===== src/rtl/core/hbp_pkg.sv =====
// hbp_pkg: shared types and constants for the pipeline hazard / branch predict block
// instruction kind codes, per-stage record, result record, predictor sizing
// no dependencies
`timescale 1ns / 1ps

package hbp_pkg;

  localparam int XLEN         = 32;
  localparam int REG_W        = 5;
  localparam int KIND_W       = 4;
  localparam int NSTAGE       = 5;
  localparam int PRED_ENTRIES = 64;
  localparam int PRED_IDX_W   = $clog2(PRED_ENTRIES);
  localparam int PRED_SHIFT   = 4;
  localparam int QUEUE_DEPTH  = 2;
  localparam int QPTR_W       = $clog2(QUEUE_DEPTH);
  localparam int QCNT_W       = $clog2(QUEUE_DEPTH + 1);

  localparam logic [XLEN-1:0] PC_STEP = XLEN'(4);

  typedef logic [KIND_W-1:0]     kind_t;
  typedef logic [REG_W-1:0]      regnum_t;
  typedef logic [XLEN-1:0]       word_t;
  typedef logic [PRED_IDX_W-1:0] pred_idx_t;

  localparam kind_t KIND_NOP    = kind_t'(0);
  localparam kind_t KIND_RTYPE  = kind_t'(1);
  localparam kind_t KIND_ITYPE  = kind_t'(2);
  localparam kind_t KIND_LOAD   = kind_t'(3);
  localparam kind_t KIND_STORE  = kind_t'(4);
  localparam kind_t KIND_BRANCH = kind_t'(5);
  localparam kind_t KIND_JTYPE  = kind_t'(6);
  localparam kind_t KIND_JRTYPE = kind_t'(8);

  // one pipeline stage, with decode flags worked out at fetch
  typedef struct packed {
    kind_t   kind;
    regnum_t rs_a;
    regnum_t rs_b;
    regnum_t rd;
    word_t   pc;
    word_t   tgt;
    logic    uses_a;
    logic    uses_b;
    logic    is_load;
    logic    is_cti;
  } stage_t;

  localparam stage_t STAGE_CLEAR = '0;

  typedef struct packed {
    kind_t kind;
    word_t pc;
    logic  stall;
    logic  squash;
    logic  empty;
    word_t count;
    logic  last;
  } result_t;

  function automatic pred_idx_t pred_index(input word_t pc);
    pred_index = pc[PRED_SHIFT +: PRED_IDX_W];
  endfunction

endpackage


===== src/rtl/core/hbp_in_if.sv =====
// hbp_in_if: request channel carrying one trace instruction or drain request
// depends on hbp_pkg
`timescale 1ns / 1ps

interface hbp_in_if import hbp_pkg::*; ();
  logic    valid;
  logic    ready;
  logic    has_instr;
  kind_t   instr_kind;
  regnum_t src_reg_a;
  regnum_t src_reg_b;
  regnum_t dest_reg;
  word_t   instr_pc;
  word_t   target_addr;

  modport source (
    output valid, has_instr, instr_kind, src_reg_a, src_reg_b, dest_reg,
           instr_pc, target_addr,
    input  ready
  );
  modport sink (
    input  valid, has_instr, instr_kind, src_reg_a, src_reg_b, dest_reg,
           instr_pc, target_addr,
    output ready
  );
endinterface


===== src/rtl/core/hbp_out_if.sv =====
// hbp_out_if: result channel, one request per simulated pipeline cycle
// depends on hbp_pkg
`timescale 1ns / 1ps

interface hbp_out_if import hbp_pkg::*; ();
  logic  valid;
  logic  ready;
  kind_t retired_kind;
  word_t retired_pc;
  logic  stall_cycle;
  logic  squash_cycle;
  logic  pipe_empty;
  word_t cycle_count;
  logic  last_of_run;

  modport source (
    output valid, retired_kind, retired_pc, stall_cycle, squash_cycle, pipe_empty,
           cycle_count, last_of_run,
    input  ready
  );
  modport sink (
    input  valid, retired_kind, retired_pc, stall_cycle, squash_cycle, pipe_empty,
           cycle_count, last_of_run,
    output ready
  );
endinterface


===== src/rtl/core/hbp_front.sv =====
// hbp_front: accepts fetch requests and decodes them into stage records
// depends on hbp_pkg, hbp_in_if
`timescale 1ns / 1ps

module hbp_front import hbp_pkg::*; (
  hbp_in_if.sink  in_ch,
  input  logic    q_full,
  output logic    q_push,
  output stage_t  q_item
);

  stage_t item;

  assign in_ch.ready = !q_full;
  assign q_push      = in_ch.valid && !q_full;

  always_comb begin
    item = STAGE_CLEAR;
    // drain request fetches a plain nop
    if (in_ch.has_instr) begin
      item.kind = in_ch.instr_kind;
      item.rs_a = in_ch.src_reg_a;
      item.rs_b = in_ch.src_reg_b;
      item.rd   = in_ch.dest_reg;
      item.pc   = in_ch.instr_pc;
      item.tgt  = in_ch.target_addr;
      case (in_ch.instr_kind)
        KIND_RTYPE, KIND_BRANCH: begin
          item.uses_a = 1'b1;
          item.uses_b = 1'b1;
        end
        KIND_ITYPE, KIND_STORE: begin
          item.uses_a = 1'b1;
        end
        KIND_LOAD: begin
          item.is_load = 1'b1;
        end
        default: begin
        end
      endcase
      item.is_cti = (in_ch.instr_kind == KIND_BRANCH) || (in_ch.instr_kind == KIND_JTYPE) ||
                    (in_ch.instr_kind == KIND_JRTYPE);
    end
  end

  assign q_item = item;

endmodule


===== src/rtl/core/hbp_queue.sv =====
// hbp_queue: short fifo of decoded stage records between front and back
// depends on hbp_pkg
`timescale 1ns / 1ps

module hbp_queue import hbp_pkg::*; (
  input  logic   clk,
  input  logic   rst_n,
  input  logic   push,
  input  stage_t push_item,
  output logic   full,
  input  logic   pop,
  output logic   head_valid,
  output stage_t head_item
);

  stage_t              mem_r [QUEUE_DEPTH];
  logic [QPTR_W-1:0]   wr_ptr_r, wr_ptr_nxt;
  logic [QPTR_W-1:0]   rd_ptr_r, rd_ptr_nxt;
  logic [QCNT_W-1:0]   cnt_r, cnt_nxt;

  assign full       = (cnt_r == QCNT_W'(QUEUE_DEPTH));
  assign head_valid = (cnt_r != '0);
  assign head_item  = mem_r[rd_ptr_r];

  always_comb begin
    wr_ptr_nxt = push ? wr_ptr_r + 1'b1 : wr_ptr_r;
    rd_ptr_nxt = pop  ? rd_ptr_r + 1'b1 : rd_ptr_r;
    cnt_nxt    = cnt_r;
    if (push && !pop) begin
      cnt_nxt = cnt_r + 1'b1;
    end else if (pop && !push) begin
      cnt_nxt = cnt_r - 1'b1;
    end
  end

  always_ff @(posedge clk) begin
    if (!rst_n) begin
      wr_ptr_r <= '0;
      rd_ptr_r <= '0;
      cnt_r    <= '0;
    end else begin
      wr_ptr_r <= wr_ptr_nxt;
      rd_ptr_r <= rd_ptr_nxt;
      cnt_r    <= cnt_nxt;
    end
  end

  always_ff @(posedge clk) begin
    if (push) begin
      mem_r[wr_ptr_r] <= push_item;
    end
  end

endmodule


===== src/rtl/core/hbp_back.sv =====
// hbp_back: five-stage pipeline state, load-use stall, branch check, predictor table
// and the result register; depends on hbp_pkg, hbp_out_if
`timescale 1ns / 1ps

module hbp_back import hbp_pkg::*; (
  input  logic   clk,
  input  logic   rst_n,
  input  logic   cfg_we,
  input  logic   cfg_wdata,
  input  logic   q_valid,
  input  stage_t q_item,
  output logic   q_pop,
  hbp_out_if.source out_ch
);

  // stage 0 IF, 1 ID, 2 EX, 3 MEM, 4 WB
  stage_t    stg_r [NSTAGE];
  stage_t    stg_nxt [NSTAGE];
  word_t     cnt_r, cnt_nxt;
  logic      mode_r;
  logic      stall_pend_r, stall_pend_nxt;
  result_t   res_r, res_nxt;
  logic      res_vld_r, res_vld_nxt;

  logic      pred_mem [PRED_ENTRIES];
  logic [PRED_ENTRIES-1:0] pred_vld_r;
  logic      pred_bit_r;

  logic      adv, fetch_go, stall_go, step;
  logic      bit_taken, br_chk, miss, hazard, empty;
  stage_t    new_id, new_if;
  logic      pred_we, pred_wval;
  pred_idx_t pred_widx, pred_ridx;

  assign adv      = !res_vld_r || out_ch.ready;
  assign fetch_go = adv && !stall_pend_r && q_valid;
  assign stall_go = adv && stall_pend_r;
  assign step     = fetch_go || stall_go;
  assign q_pop    = fetch_go;

  always_comb begin
    // after the advance EX holds the old ID and ID the old IF
    bit_taken = mode_r && pred_bit_r;
    br_chk    = stg_r[1].is_cti && (stg_r[0].kind != KIND_NOP);
    if (bit_taken) begin
      miss = br_chk && (stg_r[1].tgt != stg_r[0].pc);
    end else begin
      miss = br_chk && (stg_r[0].pc != stg_r[1].pc + PC_STEP);
    end
    new_id = miss ? STAGE_CLEAR : stg_r[0];
    new_if = miss ? STAGE_CLEAR : q_item;
    hazard = new_id.is_load &&
             ((new_if.uses_a && (new_if.rs_a == new_id.rd)) ||
              (new_if.uses_b && (new_if.rs_b == new_id.rd)));

    pred_we   = fetch_go && miss && mode_r;
    pred_widx = pred_index(stg_r[1].pc);
    pred_wval = !bit_taken;
  end

  always_comb begin
    for (int s = 0; s < NSTAGE; s++) begin
      stg_nxt[s] = stg_r[s];
    end
    if (step) begin
      for (int s = 2; s < NSTAGE; s++) begin
        stg_nxt[s] = stg_r[s-1];
      end
      if (fetch_go) begin
        stg_nxt[1] = new_id;
        stg_nxt[0] = new_if;
      end else begin
        // stall cycle: bubble into ID, IF holds
        stg_nxt[1] = STAGE_CLEAR;
      end
    end
    empty = 1'b1;
    for (int s = 0; s < NSTAGE; s++) begin
      if (stg_nxt[s].kind != KIND_NOP) begin
        empty = 1'b0;
      end
    end
    // next EX candidate sits in ID; read its predictor entry ahead
    pred_ridx = pred_index(stg_nxt[1].pc);
  end

  always_comb begin
    cnt_nxt        = step ? cnt_r + 1'b1 : cnt_r;
    stall_pend_nxt = stall_pend_r;
    if (fetch_go) begin
      stall_pend_nxt = hazard;
    end else if (stall_go) begin
      stall_pend_nxt = 1'b0;
    end

    res_nxt        = res_r;
    res_vld_nxt    = res_vld_r && !out_ch.ready;
    if (step) begin
      res_nxt.kind   = stg_nxt[4].kind;
      res_nxt.pc     = stg_nxt[4].pc;
      res_nxt.stall  = stall_go;
      res_nxt.squash = fetch_go && miss;
      res_nxt.empty  = empty;
      res_nxt.count  = cnt_nxt;
      res_nxt.last   = stall_go || !hazard;
      res_vld_nxt    = 1'b1;
    end
  end

  always_ff @(posedge clk) begin
    if (!rst_n) begin
      for (int s = 0; s < NSTAGE; s++) begin
        stg_r[s] <= STAGE_CLEAR;
      end
      cnt_r        <= '0;
      mode_r       <= 1'b0;
      stall_pend_r <= 1'b0;
      res_vld_r    <= 1'b0;
      pred_vld_r   <= '0;
      pred_bit_r   <= 1'b0;
    end else begin
      stg_r        <= stg_nxt;
      cnt_r        <= cnt_nxt;
      stall_pend_r <= stall_pend_nxt;
      res_vld_r    <= res_vld_nxt;
      if (cfg_we) begin
        mode_r <= cfg_wdata;
      end
      if (pred_we) begin
        pred_vld_r[pred_widx] <= 1'b1;
      end
      // write-through when the entry just flipped is the one being read
      if (pred_we && (pred_widx == pred_ridx)) begin
        pred_bit_r <= pred_wval;
      end else begin
        pred_bit_r <= pred_vld_r[pred_ridx] && pred_mem[pred_ridx];
      end
    end
  end

  always_ff @(posedge clk) begin
    res_r <= res_nxt;
    if (pred_we) begin
      pred_mem[pred_widx] <= pred_wval;
    end
  end

  assign out_ch.valid        = res_vld_r;
  assign out_ch.retired_kind = res_r.kind;
  assign out_ch.retired_pc   = res_r.pc;
  assign out_ch.stall_cycle  = res_r.stall;
  assign out_ch.squash_cycle = res_r.squash;
  assign out_ch.pipe_empty   = res_r.empty;
  assign out_ch.cycle_count  = res_r.count;
  assign out_ch.last_of_run  = res_r.last;

endmodule


===== src/rtl/core/pipeline_hazard_branch_predict_top.sv =====
// pipeline_hazard_branch_predict_top: top level of the five-stage pipeline model
// depends on hbp_pkg, hbp_in_if, hbp_out_if, hbp_front, hbp_queue, hbp_back
`timescale 1ns / 1ps

// Each request on in_ch is one fetch cycle of a modeled IF/ID/EX/MEM/WB pipeline and
// gives one result on out_ch; a fetch that reads the destination of a load sitting in
// ID gives a second result, the stall cycle, in which the back end takes no request.
// So the block takes one request per clock, but not in a stall cycle or while out_ch
// holds back a result, set by the single pipeline-state update in the back end. A
// two-entry queue sits between the decoding front end and the back end, and a result
// register drives out_ch, so in_ch keeps accepting while a result waits until the
// queue holds two requests. out_ch.valid is registered: a taken request passes
// through the queue and then the result register. predict_mode (cfg_wdata on cfg_we)
// picks static not-taken (0) or the 64-entry one-bit predictor (1); the table reads
// as not-taken right after reset through per-entry valid flags: no clearing pass.
module pipeline_hazard_branch_predict_top import hbp_pkg::*; (
  input  logic      clk,
  input  logic      rst_n,
  input  logic      cfg_we,
  input  logic      cfg_wdata,
  hbp_in_if.sink    in_ch,
  hbp_out_if.source out_ch
);

  logic   q_push, q_full, q_pop, q_valid;
  stage_t q_in_item, q_head_item;

  hbp_front u_front (
    .in_ch  (in_ch),
    .q_full (q_full),
    .q_push (q_push),
    .q_item (q_in_item)
  );

  hbp_queue u_queue (
    .clk        (clk),
    .rst_n      (rst_n),
    .push       (q_push),
    .push_item  (q_in_item),
    .full       (q_full),
    .pop        (q_pop),
    .head_valid (q_valid),
    .head_item  (q_head_item)
  );

  hbp_back u_back (
    .clk       (clk),
    .rst_n     (rst_n),
    .cfg_we    (cfg_we),
    .cfg_wdata (cfg_wdata),
    .q_valid   (q_valid),
    .q_item    (q_head_item),
    .q_pop     (q_pop),
    .out_ch    (out_ch)
  );

endmodule

===== src/flat_wrapper.sv =====
// flat-port wrapper written by rule: the top's interface ports become plain ports
module pipeline_hazard_branch_predict_top_flat import hbp_pkg::*;
  (clk, rst_n, cfg_we, cfg_wdata, in_ch_valid, in_ch_has_instr, in_ch_instr_kind, in_ch_src_reg_a, in_ch_src_reg_b, in_ch_dest_reg, in_ch_instr_pc, in_ch_target_addr, in_ch_ready, out_ch_valid, out_ch_retired_kind, out_ch_retired_pc, out_ch_stall_cycle, out_ch_squash_cycle, out_ch_pipe_empty, out_ch_cycle_count, out_ch_last_of_run, out_ch_ready);
  hbp_in_if in_ch_i ();
  hbp_out_if out_ch_i ();
  input  logic clk;
  input  logic rst_n;
  input  logic cfg_we;
  input  logic cfg_wdata;
  input wire logic [$bits(in_ch_i.valid)-1:0] in_ch_valid;
  input wire logic [$bits(in_ch_i.has_instr)-1:0] in_ch_has_instr;
  input wire logic [$bits(in_ch_i.instr_kind)-1:0] in_ch_instr_kind;
  input wire logic [$bits(in_ch_i.src_reg_a)-1:0] in_ch_src_reg_a;
  input wire logic [$bits(in_ch_i.src_reg_b)-1:0] in_ch_src_reg_b;
  input wire logic [$bits(in_ch_i.dest_reg)-1:0] in_ch_dest_reg;
  input wire logic [$bits(in_ch_i.instr_pc)-1:0] in_ch_instr_pc;
  input wire logic [$bits(in_ch_i.target_addr)-1:0] in_ch_target_addr;
  output wire logic [$bits(in_ch_i.ready)-1:0] in_ch_ready;
  output wire logic [$bits(out_ch_i.valid)-1:0] out_ch_valid;
  output wire logic [$bits(out_ch_i.retired_kind)-1:0] out_ch_retired_kind;
  output wire logic [$bits(out_ch_i.retired_pc)-1:0] out_ch_retired_pc;
  output wire logic [$bits(out_ch_i.stall_cycle)-1:0] out_ch_stall_cycle;
  output wire logic [$bits(out_ch_i.squash_cycle)-1:0] out_ch_squash_cycle;
  output wire logic [$bits(out_ch_i.pipe_empty)-1:0] out_ch_pipe_empty;
  output wire logic [$bits(out_ch_i.cycle_count)-1:0] out_ch_cycle_count;
  output wire logic [$bits(out_ch_i.last_of_run)-1:0] out_ch_last_of_run;
  input wire logic [$bits(out_ch_i.ready)-1:0] out_ch_ready;
  assign in_ch_i.valid = in_ch_valid;
  assign in_ch_i.has_instr = in_ch_has_instr;
  assign in_ch_i.instr_kind = in_ch_instr_kind;
  assign in_ch_i.src_reg_a = in_ch_src_reg_a;
  assign in_ch_i.src_reg_b = in_ch_src_reg_b;
  assign in_ch_i.dest_reg = in_ch_dest_reg;
  assign in_ch_i.instr_pc = in_ch_instr_pc;
  assign in_ch_i.target_addr = in_ch_target_addr;
  assign in_ch_ready = in_ch_i.ready;
  assign out_ch_valid = out_ch_i.valid;
  assign out_ch_retired_kind = out_ch_i.retired_kind;
  assign out_ch_retired_pc = out_ch_i.retired_pc;
  assign out_ch_stall_cycle = out_ch_i.stall_cycle;
  assign out_ch_squash_cycle = out_ch_i.squash_cycle;
  assign out_ch_pipe_empty = out_ch_i.pipe_empty;
  assign out_ch_cycle_count = out_ch_i.cycle_count;
  assign out_ch_last_of_run = out_ch_i.last_of_run;
  assign out_ch_i.ready = out_ch_ready;
  pipeline_hazard_branch_predict_top u_core (.clk(clk), .rst_n(rst_n), .cfg_we(cfg_we), .cfg_wdata(cfg_wdata), .in_ch(in_ch_i), .out_ch(out_ch_i));
endmodule

===== config.mk =====
export PLATFORM = sky130hd
export DESIGN_NAME = pipeline_hazard_branch_predict_top_flat
export DESIGN_NICKNAME = d
export VERILOG_FILES = /design/src/rtl/core/hbp_pkg.sv /design/src/rtl/core/hbp_in_if.sv /design/src/rtl/core/hbp_out_if.sv /design/src/rtl/core/hbp_front.sv /design/src/rtl/core/hbp_queue.sv /design/src/rtl/core/hbp_back.sv /design/src/rtl/core/pipeline_hazard_branch_predict_top.sv /design/src/flat_wrapper.sv
export SDC_FILE = /design/constraint.sdc
export NUM_CORES = 1
export LEC_CHECK = 0
export ABC_AREA = 1
export BUFFER_PORTS_ARGS = -buffer_cell sky130_fd_sc_hd__buf_2
export CAP_MARGIN = 10
export CORE_AREA = 3 3 178 250
export CTS_CLUSTER_DIAMETER = 200
export DETAILED_ROUTE_END_ITERATION = 16
export DIE_AREA = 0 0 181 253
export PLACE_DENSITY = 0.93
export SYNTH_ARGS = -nofsm -noshare
export SYNTH_HDL_FRONTEND = slang
export SYNTH_SLANG_ARGS = --single-unit

===== constraint.sdc =====
create_clock -name clk -period 13.2 [get_ports clk]
set_clock_uncertainty 0.05 [all_clocks]
set_input_delay 1.98 -clock clk [delete_from_list [all_inputs] [get_ports clk]]
set_output_delay 1.98 -clock clk [all_outputs]
set_load 0.05 [all_outputs]

After elaboration in Yosys (flattened, before gate mapping) --
Memory sizes are Yosys's and may differ from the RTL's. A register that Yosys moved wholly into a read port is not among the register bits. Cells that the tools add are included.
Storage, ports and cells: latch bits 0, bits of input ports 90, memories kept 2, output and inout bits 74, bits in registers 611, bits in writable memories 238, word-level logic and storage cells 166, ROM bits 0
Operators by class: eq/ne operators 13, $mul 0, add/subtract/negate cells 6, divide/modulo/power cells 0, reduce and logical (&&, ||, !) cells 46, shift-type cells 0, $lt $le $gt $ge 3, bitwise operators 1, multiplexer cells 28
Memories:
- u_core.u_queue.mem_r | depth 2, bits a word 87, rd ports 1, clocked after memory_dff 1, write ports 1, RTL line hbp_queue.sv:16 | stage_t mem_r [QUEUE_DEPTH];
- u_core.u_back.pred_mem | depth 64, bits a word 1, rd ports 1, clocked after memory_dff 0, write ports 1, RTL line hbp_back.sv:25 | logic pred_mem [PRED_ENTRIES];
Operator list (count):
- 2-to-1 mux 435 bit | 1
- 2-to-1 mux 87 bit | 5
- != test 32 bit | 2
- OR 64 bit | 1
- adder 32 x 1 -> 32 bit (second input constant) | 1
- adder 32 x 3 -> 32 bit (second input constant) | 1
- 2-to-1 mux 32 bit | 1
- nonzero test 4 bit | 6
- logical AND 1 bit | 19
- 2-to-1 mux 1 bit | 17
- < comparator 6 x 7 -> 1 bit (second input constant) | 2
- equality test 4 x 3 -> 1 bit (second input constant) | 3
- equality test 5 bit | 2
- equality test 4 x 2 -> 1 bit (second input constant) | 2
- zero test 1 bit | 8
- OR reduction 4 bit | 2
- binary-select mux 1 bit (select 6 bit) | 1
- demux 1 bit (select 6 bit) | 1
- equality test 6 bit | 1
- >= comparator 6 x 1 -> 1 bit (second input constant) | 1
- logical OR 1 bit | 6
- nonzero test 2 bit | 3
- equality test 4 x 1 -> 1 bit (second input constant) | 1
- equality test 4 bit (second input constant) | 1
- other kinds (7) | 9

Logic depth before layout (Yosys ltp) --
word-level depth 11, depth in mapped cells 31, gate-level depth less buffers 30

Hierarchy --
From an unflattened synthesis, not the netlist that was laid out.
Unflattened totals: cell total of the unflattened synthesis 3011, area, all modules 27853.0 µm²
By module, submodules not included:
- hbp_back | area an instance 20433.3 µm², sequential area each 11130.7 µm², cells an instance 2505, times used 1
- hbp_queue | area an instance 6626.4 µm², sequential area each 5325.1 µm², cells an instance 306, times used 1
- hbp_front | area an instance 793.3 µm², sequential area each 0.0 µm², cells an instance 200, times used 1

Worst setup path before layout --
Ideal clock, no wire load.
kind input-to-reg, start input port in_ch_valid, end memory u_core.u_queue.mem_r[1][0] in the netlist's numbering, enable pin, library setup time 0.535 ns, buffers on the path 0, data required time 12.615 ns, stages 2, slack 6.876 ns, data arrival time 5.739 ns, path through nand2_1 -> nor2_1
Between the ends: word-level cells in the longest chain between the ends 3
RTL lines:
- start: declaration | RTL line flat_wrapper.sv:10 | input wire logic [$bits(in_ch_i.valid)-1:0] in_ch_valid;
- logical AND 1 bit | RTL line hbp_front.sv:15 | assign q_push = in_ch.valid && !q_full;
- 2-to-1 mux 1 bit | RTL line hbp_queue.sv:49 | if (push) begin
- 2-to-1 mux 1 bit (implied by the code) | RTL line hbp_queue.sv:50 | mem_r[wr_ptr_r] <= push_item;
- end: declaration | RTL line hbp_queue.sv:16
No other way between the ends.

Final worst setup path --
start register u_core.u_back.mode_r, end register u_core.u_back.res_r, in the netlist u_core.u_back.out_ch.last_of_run, data pin
Between the ends: word-level cells in the longest chain between the ends 9, elaborated cells on any way between the ends 12, those cells by class eq/ne (2); mux (3); reduce/logical (7)
RTL lines:
- start: declaration | RTL line hbp_back.sv:20 | logic mode_r;
- start signal: assignment | RTL line hbp_back.sv:127 | mode_r <= cfg_wdata;
- logical AND 1 bit * | RTL line hbp_back.sv:43 | bit_taken = mode_r && pred_bit_r;
- 2-to-1 mux 1 bit * | RTL line hbp_back.sv:45 | if (bit_taken) begin
- 2-to-1 mux 87 bit (on tied branches) | RTL line hbp_back.sv:51, hbp_back.sv:50
- equality test 5 bit (on tied branches) | RTL line hbp_back.sv:53, hbp_back.sv:54
- logical AND 1 bit (on tied branches) | RTL line hbp_back.sv:53, hbp_back.sv:54
- logical OR 1 bit | RTL line hbp_back.sv:53 | ((new_if.uses_a && (new_if.rs_a == new_id.rd)) ||
- logical AND 1 bit * | RTL line hbp_back.sv:52 | hazard = new_id.is_load &&
- zero test 1 bit * | RTL line hbp_back.sv:105 | res_nxt.last = stall_go || !hazard;
- logical OR 1 bit * | RTL line hbp_back.sv:105
- end signal: assignment | RTL line hbp_back.sv:142 | res_r <= res_nxt;
- end: declaration | RTL line hbp_back.sv:22 | result_t res_r, res_nxt;
Every way passes the cells marked *; elsewhere a longest branch is shown, timed or not. A chain may end at the register's enable or synchronous reset.

==> results.txt <==
- Arr. time, crit path: 6.01 ns
* Worst-path cell chain: nand2_2 -> buf_4 -> or2_2 -> o21ai_0 -> xor2_1 -> nand2_1 -> nor3_1 -> nand3_1 -> nor2_1 -> nand3_2 -> nand2_4 -> buf_4 -> inv_2 -> nor2_1 -> nand2_1 -> a211oi_1 -> nand4_1 -> nand2_1 -> nand3b_1
- Data required time at the worst endpoint: 13.52 ns
- In this run the worst setup path terminates at u_core.u_back.out_ch.last_of_run$_DFFE_PN_.
- The repair_antennas step left the layout with diodes totalling 0.
* Top-level I/O count: 164
- In this run, CTS created clock tree buffers numbering 59.
- Worst Max-Slew Pin Slew: 1.20 ns
* Post-synthesis net count: 3256
- Before antenna repair, the detailed router went through 8 iterations.
* Hold violation total from the final report: 0
- Clock Power Share: 25.5%
- Sequential cell area fraction in the yosys report: 59.9%
- The worst register-to-register path has a depth of 19.
- The number of max-slew violations in the final report came to 0.
- R2R Path End: u_core.u_back.out_ch.last_of_run$_DFFE_PN_
- Counting stages on the worst path, the most repeated cell is sky130_fd_sc_hd__nand2_1.
- Power density cells: 232 mW/mm²
- After synthesis, the largest area contributor takes up 33.9% of total cell area.
- Detailed router's first-iteration violation count: 2144
- In this run the register-to-register setup slack is 7.51 ns.
- For this run, the leading register cell type out of synthesis is sky130_fd_sc_hd__dfxtp_1.
- The number of antenna violations at the first check in global routing was 0.
- Routed wire length: 67300 µm
- Sequential cell area: 0.0165 mm²
- Worst slack at placement: 7.25 ns
* Worst relative slew slack: 19.8%
- Leaving out filler cells and counting taps, the final layout contains 3841.
- Combinational power share: 32.5%
* Largest net degree at the start of global routing: 172
* Internal: 4340 µW
* Buffer type at the clock tree root: sky130_fd_sc_hd__clkbuf_16
* Final #Nets: 3337
* Routability congestion estimate: 0.995
- Switching fraction of total power: 38.6%
* Via count of the routed design: 21900
* Setup crit end kind: flop
- Min cycle time layout: 5.69 ns
- Number of cells produced by synthesis: 3163
- Summed over all instances, the cell type with the most area after synthesis is sky130_fd_sc_hd__edfxtp_1.
* Number of vias per cell: 5.70
- In this run the remaining antenna-violating nets after routing total 0.
- Post-CTS Resized: 0
- Most frequent cell after synthesis: sky130_fd_sc_hd__nand2_1
- The longest clock path from root to sink contains 3 buffers.
- From bottom edge to top edge, the die measures 253 µm.
- The startpoint identified for the worst register-to-register timing path is u_core.u_back.mode_r$_SDFFE_PN0P_.
- In this run the worst path has a maximum fanout of 91.
- The number of global-route vias before repair is 20900.
- TritonCTS built the clock tree.
- Post-DR wirelength/cell: 17.5 µm
- Number of endpoints failing setup at the final stage: 0
- The synthesized netlist occupies a cell area of 0.0275 mm².
* H-tree depth reported by CTS: 2
* Worst setup path startpoint: u_core.u_back.mode_r$_SDFFE_PN0P_
- Setup repair after global routing left no endpoint under its margin.
* Buffers inserted by post-CTS timing repair: 0
* Core region area: 0.0422 mm²
* Share of final-layout standard cells stronger than drive strength 1: 11.8%
- Among all stages on the critical path, the largest delay is contributed by sky130_fd_sc_hd__buf_4.
* Port Buffer Count: 163
- Proportion of register bits with asynchronous set or reset after synthesis: 0%
- Kind of start point of the critical path: flop
* Fill cell instance count of the final layout: 2949
- CTS Hold Buffers Added: 0
* Placed Instances: 3729
- Based on the critical path, the design can be clocked at up to 0.176 GHz.
- The die is 181 µm wide.
* Global-route wire length before repair: 106000 µm
* DRC violation count after routing: 0
* Number of warnings reported in the yosys synthesis log: 0
- Once the floorplan was initialized, standard cells occupied 65.1% of the core.
- Sequential cells account for 42.0% of the total power.
- FP Rows: 89
- Total of max-cap violations: 0
* Flops & latches, synth: 667
- Leading cell types by count after synthesis: sky130_fd_sc_hd__nand2_1, sky130_fd_sc_hd__nor2_1, sky130_fd_sc_hd__dfxtp_1, sky130_fd_sc_hd__edfxtp_1, sky130_fd_sc_hd__inv_1
- Total routing usage reported by global routing: 28.3%
- Total Die Area: 0.0458 mm²
- The later pin in the worst-skew pair is clocked with a latency of 0.62 ns.
- PnR worst setup slack: 7.51 ns
- Leading cell types by total area after synthesis: sky130_fd_sc_hd__edfxtp_1, sky130_fd_sc_hd__dfxtp_1, sky130_fd_sc_hd__nand2_1
- NetSw: 2730 µW
* Number of library cell types mapped by synthesis: 50
- Detailed placement finished with a half-perimeter wire length of 42600 µm.
- The min-delay analysis places its worst path in the category reg2reg.
- The worst setup path is of the reg2reg kind.
* Crit-path max cell delay: 0.83 ns
* Final worst-path cycle share: 43.1%
- Run status: complete, no violations
* Leakage power: 0.0124 µW
* Grt ovf: 0
- Setup TNS Final: 0 ns
* Area growth syn-to-layout: 11.1%
- CTS clk-pin slew, worst paths: 0.07 ns
- In this run the mean area of a mapped cell was 8.68 µm².
- Across the VDD grid, the largest voltage drop is 0.150 mV.
* Sinks on the clock net: 667
- Summing all multi-input logic gate instances after layout gives 0.00935 mm².
* EDFF count, synth: 310
==> state kept, by name, summed over array words and instances (netlist names), 2 cells and up, named ones only <==
name / count
u_core.u_queue.cnt_r: 2
u_core.u_back.pred_widx: 6
u_core.u_back.stg_r: 246
u_core.u_back.pred_vld_r: 64
u_core.u_back.cnt_r: 32
u_core.u_back.out_ch.retired_kind: 4
u_core.u_back.pred_mem: 64
u_core.u_back.out_ch.retired_pc: 32
u_core.u_queue.mem_r: 174
u_core.u_back.out_ch.cycle_count: 32
==> kinds of logic after synthesis <==
logic type	count (synthesis)	synth area share, %
AND/OR/NAND/NOR	1627	24.8
flip-flops	667	59.9
multiplexers	13	0.474
AO/OA/AOI/OAI	403	7.67
buffers and inverters	423	6.16
adder cells (fa/ha/maj)	3	0.137
XOR/XNOR	27	0.861
==> per-layer routing <==
layer  routed length [µm]  up-vias  track usage, %
met5                    0        -               0
met4                 3740        0            14.6
met3                 4580      240            3.41
met2                34500     1032            51.1
met1                24500    10200            33.3
li1                     -    10400               -
==> metrics by stage <==
stage	power, µW	hold WS, ns	instance area [µm²]	utilization [%]
after floorplan	4680	0.376	27500	-
after global placement	5160	0.377	28400	67.4
after detailed placement	5230	0.395	28400	67.4
after CTS	7060	0.404	30500	72.3
after global routing	7410	0.426	30500	72.3
final	7070	0.406	30500	72.3
==> worst min-delay path by stage <==
stage | start | endpoint | slack, ns | depth (start not counted)
after floorplan | u_core.u_queue.rd_ptr_r$_SDFFE_PN0P_ | flop | 0.38 | 1
after global placement | u_core.u_queue.rd_ptr_r$_SDFFE_PN0P_ | flop | 0.38 | 1
after detailed placement | u_core.u_queue.rd_ptr_r$_SDFFE_PN0P_ | flop | 0.40 | 1
after CTS | u_core.u_queue.rd_ptr_r$_SDFFE_PN0P_ | u_core.u_queue.rd_ptr_r$_SDFFE_PN0P_ | 0.40 | 1
after global routing | u_core.u_queue.rd_ptr_r$_SDFFE_PN0P_ | u_core.u_queue.rd_ptr_r$_SDFFE_PN0P_ | 0.43 | 1
final | u_core.u_queue.rd_ptr_r$_SDFFE_PN0P_ | u_core.u_queue.rd_ptr_r$_SDFFE_PN0P_ | 0.41 | 1
==> power by group through the flow <==
stage               sequential (µW)  combinational [µW]  clock, µW
global placement               2970                2180          0
finish                         2970                2300       1800
CTS                            2960                2290       1810
detailed placement             2990                2240          0
floorplan                      3290                1390          0
global route                   3000                2530       1890
==> layout make-up <==
cell class / instances / area share, %
clock buffers: 71 / 5.20
clock inverters: 41 / 1.57
inverters: 263 / 3.29
multi-input cells: 2073 / 30.7
flip-flops and latches: 667 / 53.9
well taps: 546 / 2.24
repair buffers: 180 / 3.09
==> placed cells by master, fill, tap and decap left out, drive strengths merged, types with 25 or more instances in the layout <==
master	count
clkbuf	71
inv	266
nor3	26
nand2	825
nand3	225
edfxtp	310
buf	180
clkinv	25
dfxtp	357
a21oi	249
or2	53
nor2	457
o21ai	133
==> worst max-delay path, delay by kind of cell (launching register included) <==
family	cells	cell delay (ns)
XOR/XNOR	1	0.17
AND/OR/NAND/NOR	13	2.64
buffers and inverters	3	1.81
flip-flops	1	0.33
AO/OA/AOI/OAI	2	0.36
(Power assumes the default switching activity.)
